[config.mk]
export PLATFORM = sky130hd
export DESIGN_NAME = descriptor_number_allocator
export DESIGN_NICKNAME = d
export VERILOG_FILES = /design/src/rtl/dna_pkg.sv /design/src/rtl/descriptor_number_allocator.sv /design/src/rtl/dna_map_ram.sv /design/src/rtl/dna_word_scan.sv
export VERILOG_INCLUDE_DIRS = /design/src /design/src/rtl
export SDC_FILE = /design/constraint.sdc
export NUM_CORES = 1
export LEC_CHECK = 0
export BUFFER_PORTS_ARGS = -buffer_cell sky130_fd_sc_hd__buf_2
export CORE_ASPECT_RATIO = 0.8
export CORE_MARGIN = 2
export CORE_UTILIZATION = 50
export CTS_CLUSTER_SIZE = 25
export DETAILED_ROUTE_END_ITERATION = 7
export PLACE_DENSITY = 0.66
export SLEW_MARGIN = 30
export SYNTH_ARGS = -nofsm -noshare
export SYNTH_HDL_FRONTEND = slang
export SYNTH_HIERARCHICAL = 1
export SYNTH_SLANG_ARGS = --single-unit
[constraint.sdc]
create_clock -name clk -period 7.9 [get_ports clk]
set_input_delay 1.185 -clock clk [delete_from_list [all_inputs] [get_ports clk]]
set_output_delay 1.185 -clock clk [all_outputs]
set_load 0.01 [all_outputs]
[src/rtl/assert_macros.svh]
// Assertion macros used by the allocator module.
`ifndef ASSERT_MACROS_SVH
`define ASSERT_MACROS_SVH

// Same-cycle implication, sampled on clk and disabled while arst_n is low.
`define DNA_ASSERT_IMPL(lbl, ante, cons, msg) \
	lbl: assert property (@(posedge clk) disable iff (!arst_n) (ante) |-> (cons)) else $error(msg);

// Next-cycle implication, sampled on clk and disabled while arst_n is low.
`define DNA_ASSERT_NEXT(lbl, ante, cons, msg) \
	lbl: assert property (@(posedge clk) disable iff (!arst_n) (ante) |=> (cons)) else $error(msg);

`endif

[src/rtl/dna_pkg.sv]
// Package with the types, codes and defaults of the descriptor number allocator.
package dna_pkg;

	localparam int DNA_NUM_IDS        = 256;
	localparam int DNA_SCAN_WORD_BITS = 16;

	localparam logic [1:0] DNA_MODE_GET   = 2'd0;
	localparam logic [1:0] DNA_MODE_CLAIM = 2'd1;
	localparam logic [1:0] DNA_MODE_FREE  = 2'd2;

	localparam logic [1:0] DNA_ST_OK    = 2'd0;
	localparam logic [1:0] DNA_ST_FULL  = 2'd1;
	localparam logic [1:0] DNA_ST_RANGE = 2'd2;

	typedef struct packed {
		logic [1:0] mode;
		logic [7:0] fd_number;
	} dna_req_t;

	typedef struct packed {
		logic [7:0] granted_number;
		logic [1:0] status;
	} dna_rsp_t;

	typedef struct packed {
		logic hit;
		logic last;
		logic found;
	} dna_scan_flags_t;

endpackage

[src/rtl/descriptor_number_allocator.sv]
// Descriptor number allocator: bitmap of used numbers walked one word per cycle.
// Get scans from the hint word for a free number below the high mark, else takes the high mark or reports full.
// Claim and free walk from word 0 to the number's word; bad requests are answered from idle.
// One item at a time: the single read port of the memory and the shared compare unit set the pace.
// After reset a clearing pass writes every bitmap word to zero and
// holds busy high. Each result is shown for one cycle on done; the receiver cannot stall.
`include "assert_macros.svh"

module descriptor_number_allocator import dna_pkg::*; #(
	parameter int NUM_IDS        = DNA_NUM_IDS,
	parameter int SCAN_WORD_BITS = DNA_SCAN_WORD_BITS
) (
	input  logic     clk,
	input  logic     arst_n,
	input  logic     start,
	output logic     busy,
	input  dna_req_t req,
	output logic     done,
	output dna_rsp_t rsp
);

	localparam int W         = SCAN_WORD_BITS;
	localparam int NUM_WORDS = (NUM_IDS + W - 1) / W;
	localparam int AddrW     = (NUM_WORDS > 1) ? $clog2(NUM_WORDS) : 1;
	localparam int OffW      = (W > 1) ? $clog2(W) : 1;
	localparam int ValW      = $clog2(NUM_WORDS * W + 1);

	localparam logic [AddrW-1:0] LastWord = AddrW'(NUM_WORDS - 1);
	localparam logic [OffW-1:0]  LastOff  = OffW'(W - 1);
	localparam logic [ValW-1:0]  NumIds   = ValW'(NUM_IDS);
	localparam logic [ValW-1:0]  WordStep = ValW'(W);

	typedef enum logic [2:0] {
		S_CLEAR,
		S_IDLE,
		S_LOCATE,
		S_SCAN,
		S_MARK,
		S_RMW_RD,
		S_RMW_WR
	} state_t;

	state_t            state_q;
	logic [1:0]        op_q;
	logic              mark_q;
	logic [ValW-1:0]   num_q;
	logic [AddrW-1:0]  word_q;
	logic [ValW-1:0]   base_q;
	logic              chk_vld_s1;
	logic [AddrW-1:0]  chk_word_s1;
	logic [ValW-1:0]   chk_base_s1;
	logic [AddrW-1:0]  tgt_word_q;
	logic [ValW-1:0]   tgt_base_q;
	logic [OffW-1:0]   tgt_off_q;
	logic [ValW-1:0]   tgt_id_q;
	logic [ValW-1:0]   high_mark_q;
	logic [AddrW-1:0]  hm_word_q;
	logic [OffW-1:0]   hm_off_q;
	logic [ValW-1:0]   low_hint_q;
	logic [AddrW-1:0]  hint_word_q;
	logic [ValW-1:0]   hint_base_q;
	logic              done_q;
	dna_rsp_t          rsp_q;

	logic [ValW-1:0]   unit_ref;
	logic [ValW-1:0]   unit_base;
	dna_scan_flags_t   flags;
	logic [OffW-1:0]   unit_off;
	logic [OffW-1:0]   found_off;

	logic              mem_we;
	logic [AddrW-1:0]  mem_waddr;
	logic [W-1:0]      mem_wdata;
	logic [AddrW-1:0]  mem_raddr;
	logic [W-1:0]      mem_rdata;
	logic [W-1:0]      bit_sel;
	logic              in_range;

	assign unit_ref  = (state_q == S_SCAN) ? high_mark_q : num_q;
	assign unit_base = (state_q == S_SCAN) ? chk_base_s1 : base_q;

	dna_word_scan #(
		.W     (W),
		.VAL_W (ValW)
	) u_scan (
		.ref_val   (unit_ref),
		.base      (unit_base),
		.word      (mem_rdata),
		.flags     (flags),
		.offset    (unit_off),
		.found_off (found_off)
	);

	assign bit_sel   = W'(1) << tgt_off_q;
	assign mem_we    = (state_q == S_CLEAR) || (state_q == S_RMW_WR);
	assign mem_waddr = (state_q == S_CLEAR) ? word_q : tgt_word_q;
	assign mem_raddr = (state_q == S_SCAN) ? word_q : tgt_word_q;

	always_comb begin
		if (state_q == S_CLEAR) begin
			mem_wdata = '0;
		end else if (op_q == DNA_MODE_FREE) begin
			mem_wdata = mem_rdata & ~bit_sel;
		end else begin
			mem_wdata = mem_rdata | bit_sel;
		end
	end

	dna_map_ram #(
		.WORDS (NUM_WORDS),
		.WIDTH (W)
	) u_map (
		.clk   (clk),
		.we    (mem_we),
		.waddr (mem_waddr),
		.wdata (mem_wdata),
		.raddr (mem_raddr),
		.rdata (mem_rdata)
	);

	assign in_range = (32'(req.fd_number) < 32'(NUM_IDS));

	always_ff @(posedge clk or negedge arst_n) begin
		if (!arst_n) begin
			state_q     <= S_CLEAR;
			op_q        <= DNA_MODE_GET;
			mark_q      <= 1'b0;
			num_q       <= '0;
			word_q      <= '0;
			base_q      <= '0;
			chk_vld_s1  <= 1'b0;
			chk_word_s1 <= '0;
			chk_base_s1 <= '0;
			tgt_word_q  <= '0;
			tgt_base_q  <= '0;
			tgt_off_q   <= '0;
			tgt_id_q    <= '0;
			high_mark_q <= '0;
			hm_word_q   <= '0;
			hm_off_q    <= '0;
			low_hint_q  <= '0;
			hint_word_q <= '0;
			hint_base_q <= '0;
			done_q      <= 1'b0;
			rsp_q       <= '0;
		end else begin
			done_q <= 1'b0;
			case (state_q)
				S_CLEAR: begin
					if (word_q == LastWord) begin
						state_q <= S_IDLE;
					end else begin
						word_q <= word_q + AddrW'(1);
					end
				end
				S_IDLE: begin
					if (start) begin
						op_q   <= req.mode;
						num_q  <= ValW'(req.fd_number);
						mark_q <= 1'b0;
						case (req.mode)
							DNA_MODE_GET: begin
								word_q     <= hint_word_q;
								base_q     <= hint_base_q;
								chk_vld_s1 <= 1'b0;
								state_q    <= (hint_base_q >= high_mark_q) ? S_MARK : S_SCAN;
							end
							DNA_MODE_CLAIM, DNA_MODE_FREE: begin
								if (in_range) begin
									word_q  <= '0;
									base_q  <= '0;
									state_q <= S_LOCATE;
								end else begin
									rsp_q.granted_number <= req.fd_number;
									rsp_q.status         <= DNA_ST_RANGE;
									done_q               <= 1'b1;
								end
							end
							default: begin
								rsp_q.granted_number <= req.fd_number;
								rsp_q.status         <= DNA_ST_RANGE;
								done_q               <= 1'b1;
							end
						endcase
					end
				end
				S_LOCATE: begin
					if (flags.hit) begin
						tgt_word_q <= word_q;
						tgt_base_q <= base_q;
						tgt_off_q  <= unit_off;
						tgt_id_q   <= num_q;
						state_q    <= S_RMW_RD;
					end else begin
						word_q <= word_q + AddrW'(1);
						base_q <= base_q + WordStep;
					end
				end
				S_SCAN: begin
					if (base_q < high_mark_q) begin
						chk_vld_s1  <= 1'b1;
						chk_word_s1 <= word_q;
						chk_base_s1 <= base_q;
						word_q      <= word_q + AddrW'(1);
						base_q      <= base_q + WordStep;
					end else begin
						chk_vld_s1 <= 1'b0;
					end
					if (chk_vld_s1) begin
						if (flags.found) begin
							tgt_word_q <= chk_word_s1;
							tgt_base_q <= chk_base_s1;
							tgt_off_q  <= found_off;
							tgt_id_q   <= chk_base_s1 + ValW'(found_off);
							state_q    <= S_RMW_RD;
						end else if (flags.last) begin
							state_q <= S_MARK;
						end
					end
				end
				S_MARK: begin
					if (high_mark_q == NumIds) begin
						rsp_q.granted_number <= '0;
						rsp_q.status         <= DNA_ST_FULL;
						done_q               <= 1'b1;
						state_q              <= S_IDLE;
					end else begin
						mark_q     <= 1'b1;
						tgt_word_q <= hm_word_q;
						tgt_off_q  <= hm_off_q;
						tgt_id_q   <= high_mark_q;
						state_q    <= S_RMW_RD;
					end
				end
				S_RMW_RD: begin
					state_q <= S_RMW_WR;
				end
				S_RMW_WR: begin
					rsp_q.granted_number <= 8'(tgt_id_q);
					rsp_q.status         <= DNA_ST_OK;
					done_q               <= 1'b1;
					state_q              <= S_IDLE;
					case (op_q)
						DNA_MODE_GET: begin
							if (mark_q) begin
								high_mark_q <= high_mark_q + ValW'(1);
								if (hm_off_q == LastOff) begin
									hm_off_q  <= '0;
									hm_word_q <= hm_word_q + AddrW'(1);
								end else begin
									hm_off_q <= hm_off_q + OffW'(1);
								end
							end else begin
								low_hint_q  <= tgt_id_q;
								hint_word_q <= tgt_word_q;
								hint_base_q <= tgt_base_q;
							end
						end
						DNA_MODE_CLAIM: begin
							if (num_q >= high_mark_q) begin
								high_mark_q <= num_q + ValW'(1);
								if (tgt_off_q == LastOff) begin
									hm_off_q  <= '0;
									hm_word_q <= tgt_word_q + AddrW'(1);
								end else begin
									hm_off_q  <= tgt_off_q + OffW'(1);
									hm_word_q <= tgt_word_q;
								end
							end
						end
						DNA_MODE_FREE: begin
							if (num_q < low_hint_q) begin
								low_hint_q  <= num_q;
								hint_word_q <= tgt_word_q;
								hint_base_q <= tgt_base_q;
							end
						end
						default: begin
						end
					endcase
				end
				default: begin
					state_q <= S_IDLE;
				end
			endcase
		end
	end

	assign busy = (state_q != S_IDLE);
	assign done = done_q;
	assign rsp  = rsp_q;

	`DNA_ASSERT_IMPL(a_hint_below_mark, 1'b1, low_hint_q <= high_mark_q, "hint lies above the high mark")
	`DNA_ASSERT_IMPL(a_mark_in_range, 1'b1, high_mark_q <= NumIds, "high mark beyond the number space")
	`DNA_ASSERT_NEXT(a_write_gives_ok, state_q == S_RMW_WR, done && (rsp.status == DNA_ST_OK), "bitmap write without an ok result")
	`DNA_ASSERT_NEXT(a_get_goes_busy, start && !busy && (req.mode == DNA_MODE_GET), busy && !done, "get finished without a search")

endmodule

[src/rtl/dna_map_ram.sv]
// Word-wide memory holding the used-number bitmap, with a registered read port.
module dna_map_ram #(
	parameter int WORDS = 16,
	parameter int WIDTH = 16,
	localparam int AW = (WORDS > 1) ? $clog2(WORDS) : 1
) (
	input  logic             clk,
	input  logic             we,
	input  logic [AW-1:0]    waddr,
	input  logic [WIDTH-1:0] wdata,
	input  logic [AW-1:0]    raddr,
	output logic [WIDTH-1:0] rdata
);

	logic [WIDTH-1:0] mem [WORDS];

	always_ff @(posedge clk) begin
		if (we) begin
			mem[waddr] <= wdata;
		end
		rdata <= mem[raddr];
	end

endmodule

[src/rtl/dna_word_scan.sv]
// Shared compare unit: offset of a number within a word and lowest free bit below a limit.
module dna_word_scan import dna_pkg::*; #(
	parameter int W     = DNA_SCAN_WORD_BITS,
	parameter int VAL_W = 9,
	localparam int OFF_W = (W > 1) ? $clog2(W) : 1
) (
	input  logic [VAL_W-1:0] ref_val,
	input  logic [VAL_W-1:0] base,
	input  logic [W-1:0]     word,
	output dna_scan_flags_t  flags,
	output logic [OFF_W-1:0] offset,
	output logic [OFF_W-1:0] found_off
);

	localparam logic signed [VAL_W:0] WordS = (VAL_W+1)'(W);

	logic signed [VAL_W:0] diff;
	logic [W-1:0]          in_rng;
	logic [W-1:0]          free_v;

	assign diff = $signed({1'b0, ref_val}) - $signed({1'b0, base});

	always_comb begin
		for (int j = 0; j < W; j++) begin
			in_rng[j] = (diff > $signed((VAL_W+1)'(j)));
		end
		free_v = ~word & in_rng;
		found_off = '0;
		for (int j = W - 1; j >= 0; j--) begin
			if (free_v[j]) begin
				found_off = OFF_W'(j);
			end
		end
	end

	assign flags.hit   = (diff >= $signed((VAL_W+1)'(0))) && (diff < WordS);
	assign flags.last  = (diff <= WordS);
	assign flags.found = |free_v;
	assign offset      = diff[OFF_W-1:0];

endmodule
== Word-level counts from Yosys, hierarchy flattened ==
Memory sizes are Yosys's and may differ from the RTL's. A register that Yosys moved wholly into a read port is not among the register bits.
Cells that the tools add are included.
Storage, ports and cells
  bits of input ports: 13
  word-level logic and storage cells: 227
  flip-flop bits (word level): 117
  RAM bits: 256
  output and inout bits: 12
  memories kept: 1
Memories
  u_map.mem: depth 16, width 16, rd ports 1, clocked after Yosys merged registers in 1, write ports 1, RTL line dna_map_ram.sv:15  | logic [WIDTH-1:0] mem [WORDS];
Operators by class
  reduce and logical (&&, ||, !) cells: 30
  shifts and indexed selects: 1
  equal/unequal tests: 34
  bitwise gates (word level): 5
  order comparisons: 23
  add/sub/neg operators: 10
  muxes and demuxes: 101
Operator list (count)
  $mux W9: 18
  $mux W4: 40
  $pmux W9 S2: 5
  $gt A10 B5 Y1 const B: 8
  $pmux W9 S3: 2
  $gt A10 B4 Y1 const B: 4
  $and A16 B16 Y16: 2
  $mux W16: 2
  $not A16 Y16: 2
  $pmux W4 S2: 4
  $mux W10: 3
  $pmux W10 S3: 1
  $ne A2 B2 Y1 const B: 13
  $mux W3: 8
  $pmux W4 S3: 2
  $add A4 B1 Y4 const B: 5
  $gt A10 B3 Y1 const B: 2
  $pmux W3 S6: 1
  $or A16 B16 Y16: 1
  $pmux W4 S4: 1
  $reduce_and A4 Y1: 4
  $reduce_or A16 Y1: 1
  $shl A1 B4 Y16 const A: 1
  $reduce_and A5 Y1: 3
  other kinds (41): 71

== Longest topological paths before layout ==
  word-level depth: 25
  depth in mapped cells: 28

== Modules after synthesis ==
Netlist, hierarchy kept.
Modules (own cells, without submodules)
  dna_map_ram: cells each 432, times used 1, area each 10043.4 um^2, sequential area each 8007.7 um^2
  descriptor_number_allocator: cells each 833, times used 1, area each 7458.4 um^2, sequential area each 2927.8 um^2
  dna_word_scan: cells each 149, times used 1, area each 1036.0 um^2, sequential area each 0.0 um^2

== Worst setup path before layout ==
No wires, ideal clock.
  path kind: register -> register
  start point: reg state_q[1]
  end point: reg tgt_id_q[4]
  cell stages (with the launch flop): 29
  data required time: 7763 ps
  clock period less this slack: 5999 ps
  data arrival time: 5862 ps
  setup slack: 1901 ps
  buffers on the path: 4
  path through: dfrtp_1 > clkinv_1 > nor2_1 > clkbuf_1 > buf_1 > nand2_1 > o21ai_0 > inv_1 > ha_1 > fa_1 > nand2b_2 > a211oi_2 > mux2i_1 > or4_4 > nor4b_4 > buf_6 > buf_6 > a311oi_1 > o211a_1 > a21oi_1 > a21oi_1 > ha_1 > fa_1 > a21o_1 > a21oi_1 > xor2_1 > nor2_1 > a221oi_1 > a21oi_1
Between the ends
  cells in the longest elaborated chain, start to end: 25
Ends and longest elaborated chain
  from (decl): RTL line descriptor_number_allocator.sv:43  | state_t state_q;
  from (signal assigned): RTL line descriptor_number_allocator.sv:166  | state_q <= (hint_base_q >= high_mark_q) ? S_MARK : S_SCAN;
  $eq A3 B2 Y1 (*): RTL line descriptor_number_allocator.sv:79  | assign unit_ref = (state_q == S_SCAN) ? high_mark_q : num_q;
  $mux W9 (*): RTL line descriptor_number_allocator.sv:79
  named net unit_ref[0]: RTL line descriptor_number_allocator.sv:65  | logic [ValW-1:0] unit_ref;
  $sub A9 B9 Y10 (*): RTL line dna_word_scan.sv:21  | assign diff = $signed({1'b0, ref_val}) - $signed({1'b0, base});
  $gt A10 B5 Y1: RTL line dna_word_scan.sv:25  | in_rng[j] = (diff > $signed((VAL_W+1)'(j)));
  $and A16 B16 Y16 (*): RTL line dna_word_scan.sv:27  | free_v = ~word & in_rng;
  $mux W4 (15 in series): RTL line dna_word_scan.sv:30  | if (free_v[j]) begin
  $mux W4 (*): RTL line dna_word_scan.sv:30
  named net found_off[0]: RTL line descriptor_number_allocator.sv:69  | logic [OffW-1:0] found_off;
  $add A9 B4 Y9 (*): RTL line descriptor_number_allocator.sv:214  | tgt_id_q <= chk_base_s1 + ValW'(found_off);
  $mux W9 (*): RTL line descriptor_number_allocator.sv:210  | if (flags.found) begin
  $mux W9 (*): RTL line descriptor_number_allocator.sv:209  | if (chk_vld_s1) begin
  $pmux W9 S3 (*): RTL line descriptor_number_allocator.sv:148  | case (state_q)
  to (signal assigned): RTL line descriptor_number_allocator.sv:192  | tgt_id_q <= num_q;
  to (signal assigned): RTL line descriptor_number_allocator.sv:214
  to (signal assigned): RTL line descriptor_number_allocator.sv:231  | tgt_id_q <= high_mark_q;
  to (decl): RTL line descriptor_number_allocator.sv:55  | logic [ValW-1:0] tgt_id_q;
The timed path passes the listed nets; every way through them passes the cells marked *. The select of a mux whose other input is x is not followed.
A chain may end at the register's enable or synchronous reset.

== Worst setup path in the final report ==
  start point: reg state_q[1]
  end point: reg tgt_id_q[7]
The elaborated chain is that of the path after synthesis.

==> results <==
- Registers are responsible for around a third of the overall power.
- Once detailed placement completed, the half-perimeter wirelength came to between 30000 and 40000 um.
- The count of buffers added by post-CTS timing repair for setup is 0.
- The critical path capture point type is a register.
- The signal arrival time at the worst endpoint is 7250 ps.
- The routed length per placed instance is 23.0 um.
- Input and output buffers added on the ports amount to 24.
- The count of antenna-violating nets left after detailed routing is 0.
- Summing every instance area after synthesis gives 0.0185 mm^2.
- The final critical path takes up a little under nine tenths of the cycle.
- TritonCTS built the clock tree.
- The horizontal die dimension is 219 um.
- The first TritonRoute pass finished after 5 iterations.
- The via density per instance is ~6.1.
- Prior to clock tree synthesis, the placed netlist has a worst setup slack of 1190 ps.
- The maximum fanout encountered on the critical timing path is 22.
- The count of instances resized after the clock tree is built is 0.
- The proportion of synthesized flip-flops having asynchronous set or reset is 30.1%.
- STA classifies the critical path startpoint as a register.
- The maximum clock rate is 0.147 GHz.
- The first global-routing pass estimated 70800 um of wire.
- The final weighted congestion in routability-driven placement is 0.884.
- The number of setup violations in the final report is 0.
- After floorplanning, the core was divided into 63 placement rows.
- In the routed design, unresolved DRC markers number 0.
- The number of antenna diodes is 0.
- At the worst endpoint, the required time is between 8000 and 9000 ps.
- 25 I/O pins were placed.
- For this run, the leading register cell type out of synthesis is edfxtp_1.
- After clock tree synthesis, the clock-pin slew on the worst setup and hold paths is 60 ps.
- The number of failing hold endpoints at the final stage is 0.
- The residual overflow from global routing is 0.
- At the end of the flow the core is filled with cells to roughly 56%.
- Measured against its own limit, the worst slew margin works out to between 30 and 40%.
- The core area is 0.0368 mm^2.
- Counting every net in the synthesized netlist gives 1488.
- The tool flagged a number of max-cap violations equal to 0.
- The post-route setup TNS is 0 ps.
- The clock drives 389 sinks.
- For this design the total switching power over the nets is 0.00402 W.
- CTS built an H-tree with a depth of 2.
- The flow ran to the end, and the final reports show no timing, DRC or antenna violations.
- The tightest min-delay check is of the reg2reg type.
- The largest net degree at the start of global routing is between 70 and 80.
- The die outline area is 0.0386 mm^2.
- The total count of max-transition violations in the final report came to 0.
- The number of standard cells after synthesis is 1414.
- The cts-stage hold buffer count is 0.
- The Yosys step of the flow raised 6 warnings.
- Summed over all cells, the static leakage comes to 7.66 nW.
- The clock network accounts for ~19% of the total power.
- Setup repair after global routing left no endpoint under its margin.
- The total clock buffers created by CTS is 41.
- The cell at the root of the clock tree is clkbuf_16.
- The number of global-route vias before repair is roughly 12000.
- The largest clock skew in the final design is around 18 ps.
- The post-synthesis register bit count is 389.
- Once the floorplan was initialized, standard cells occupied 50.4% of the core.
- Averaged over all synthesized cells, the footprint is 13.1 um^2.
- The worst setup path category is reg2reg.
- The fill cell instance count of the final layout is ~2900.
- From bottom edge to top edge, the die measures 176 um.
- Global routing consumed, over all layers together, 24.1% of the routing resources.
- Across all setup checks in the final design, the least slack found is roughly 1100 ps.
- The peak supply drop is ~280 uV.
- Counting flops with a built-in enable in the synthesized netlist gives 256.
- The initial antenna violation count is 0.
- The design draws 0.00975 W.
- The total number of vias is about 12000.
- The net count of the finished layout is 1525.
- The buffer levels on the longest clock path is 3.
- At the later pin of the worst-skew pair, clock insertion delay measures 550 ps.
- The fraction of layout cells with a size suffix above 1 is 18.8%.
- The synthesis-to-finish area growth is 11.5%.
- The share of the Yosys chip area taken by registers is 59.0%.
- The actual transition at the worst max-transition pin is 1000 ps.
- The proportion of power drawn by combinational gates is 46.3%.
- Dividing total power by cell area gives a power density of about 470 mW/mm^2.
- Subtracting the final worst setup slack from the clock period gives 6810 ps.
- The wire length reported by the detailed router is between 40000 and 50000 um.
- The distinct cell type count of the synthesized netlist is 87.
- The internal portion of total power is between 0.005 and 0.006 W.
- The worst hold margin is between 500 and 600 ps.
- The first routing iteration left 1240 violations.
- The share of total power consumed by net switching is 41.2%.
-- cell families after synthesis --
kind of cell	Yosys count	share of synthesized area (%)
buffers and inverters	127	3.03
AND/OR/NAND/NOR	362	9.36
flip-flops	389	59.0
adder cells (fa/ha/maj)	61	4.20
XOR/XNOR	14	0.661
AO/OA/AOI/OAI	331	11.9
multiplexers	130	11.9
-- routing by layer --
metal	routed length [um]	global-route usage, %	share of wire, %	vias up
li1	-	-	-	5505
met1	21800	37.8	48	6129
met2	19600	34.9	43	413
met3	3200	4.93	7.1	52
met4	671	5.07	1.5	0
met5	0	0	0	-
-- area by class of cell --
type	instances	area (um^2)	area share [%]
clock buffer	44	1060	5.12
clock inverter	30	262	1.27
inverter	53	199	0.963
multi-input combinational	898	7150	34.6
sequential	389	10900	52.9
tap	487	609	2.95
timing repair buffer	68	454	2.20
-- per-stage QoR --
step	cells	cell area, um^2
final	1969	20700
after global routing	1969	20700
after CTS	1968	20700
after detailed placement	1894	19300
after global placement	1894	19300
after floorplan	1414	18500
-- power by group through the flow --
stage / registers, W / clock network [W] / logic, W
6_report: 0.00335 / 0.00189 / 0.00452
5_1_grt: 0.00340 / 0.00201 / 0.00497
4_1_cts: 0.00334 / 0.00193 / 0.00449
3_5_place_dp: 0.00337 / 0 / 0.00446
3_3_place_gp: 0.00337 / 0 / 0.00435
2_1_floorplan: 0.00315 / 0 / 0.00335
-- registers in the layout (all words and copies together) (netlist names), 8 cells and up --
| name | flops |
|---|---|
| low_hint_q | 9 |
| chk_base_s1 | 9 |
| u_map/mem | 256 |
| base_q | 9 |
| tgt_base_q | 9 |
| high_mark_q | 9 |
| hint_base_q | 9 |
| num_q | 8 |
| u_map/rdata | 16 |
| tgt_id_q | 9 |
| rsp | 10 |
-- final timing paths --
path | to | slack, ps | cells after the start | startpoint
max in group asynchronous | low_hint_q[6]$_DFFE_PN0P_ | 6120 | 2 | arst_n
worst max-delay path | tgt_id_q[7]$_DFFE_PN0P_ | 1090 | 23 | state_q[1]$_DFFE_PN0P_
worst max register to register | tgt_id_q[7]$_DFFE_PN0P_ | 1090 | 23 | state_q[1]$_DFFE_PN0P_
min in group asynchronous | base_q[4]$_DFFE_PN0P_ | 690 | 1 | arst_n
worst min-delay path | hint_word_q[0]$_DFFE_PN0P_ | 510 | 1 | hint_word_q[0]$_DFFE_PN0P_
worst min register to register | hint_word_q[0]$_DFFE_PN0P_ | 510 | 1 | hint_word_q[0]$_DFFE_PN0P_
-- cell usage in the layout, fill, tap and decap left out, drive strengths merged, types with 4 or more instances in the layout --
cell type / n
edfxtp: 256
nand2: 139
dfrtp: 117
nor2: 95
a21oi: 79
o21ai: 71
buf: 68
mux4: 64
ha: 59
a22oi: 54
inv: 51
mux2: 46
clkbuf: 44
a31oi: 31
nand3: 27
clkinv: 25
mux2i: 20
nand2b: 18
nor3: 18
a311oi: 17
dfxtp: 16
a211oi: 13
and2: 12
nor2b: 12
a21o: 8
xnor2: 8
nor3b: 8
o21a: 7
o22ai: 7
xor2: 6
and3: 6
nand4: 5
o211ai: 5
nor4: 5
bufinv: 4
nand4b: 4
o41ai: 4
-- worst max-delay path: stages (launching register included) --
cell and delay (ps):
dfrtp_1 640, clkinv_1 390, nor2_2 640, nand2_1 100, o21ai_0 100, inv_1 60
ha_1 230, fa_1 390, nand2b_2 220, a211oi_2 220, mux2i_1 100, or4_4 580
nor4b_4 290, buf_4 310, a31oi_1 220, o41a_1 440, a21boi_1 370, ha_1 320
a211oi_1 230, nor2_1 100, o2111ai_1 210, xor2_1 230, o221ai_1 160, o21a_1 140
-- cells in the mapped netlist, drive strengths merged, types with 6 or more instances --
| master | count | area, um^2 |
|---|---|---|
| clkbuf | 32 | 120 |
| mux2 | 46 | 518 |
| edfxtp | 256 | 7690 |
| inv | 51 | 191 |
| a31oi | 31 | 209 |
| nor2b | 12 | 75.1 |
| nand2 | 139 | 522 |
| nor3b | 8 | 70.1 |
| nand2b | 18 | 115 |
| xnor2 | 8 | 70.1 |
| dfxtp | 16 | 320 |
| o21ai | 71 | 359 |
| and3 | 6 | 42.5 |
| mux4 | 64 | 1480 |
| nand3 | 27 | 135 |
| a211oi | 13 | 108 |
| dfrtp | 117 | 2930 |
| and2 | 12 | 75.1 |
| mux2i | 20 | 200 |
| a311oi | 17 | 149 |
| o22ai | 7 | 43.8 |
| o21a | 7 | 52.6 |
| a21o | 8 | 60.1 |
| nor3 | 18 | 90.1 |
| ha | 59 | 738 |
| a22oi | 54 | 410 |
| xor2 | 6 | 52.6 |
| a21oi | 79 | 403 |
| buf | 42 | 243 |
| nor2 | 95 | 359 |
(Power assumes the default switching activity.)
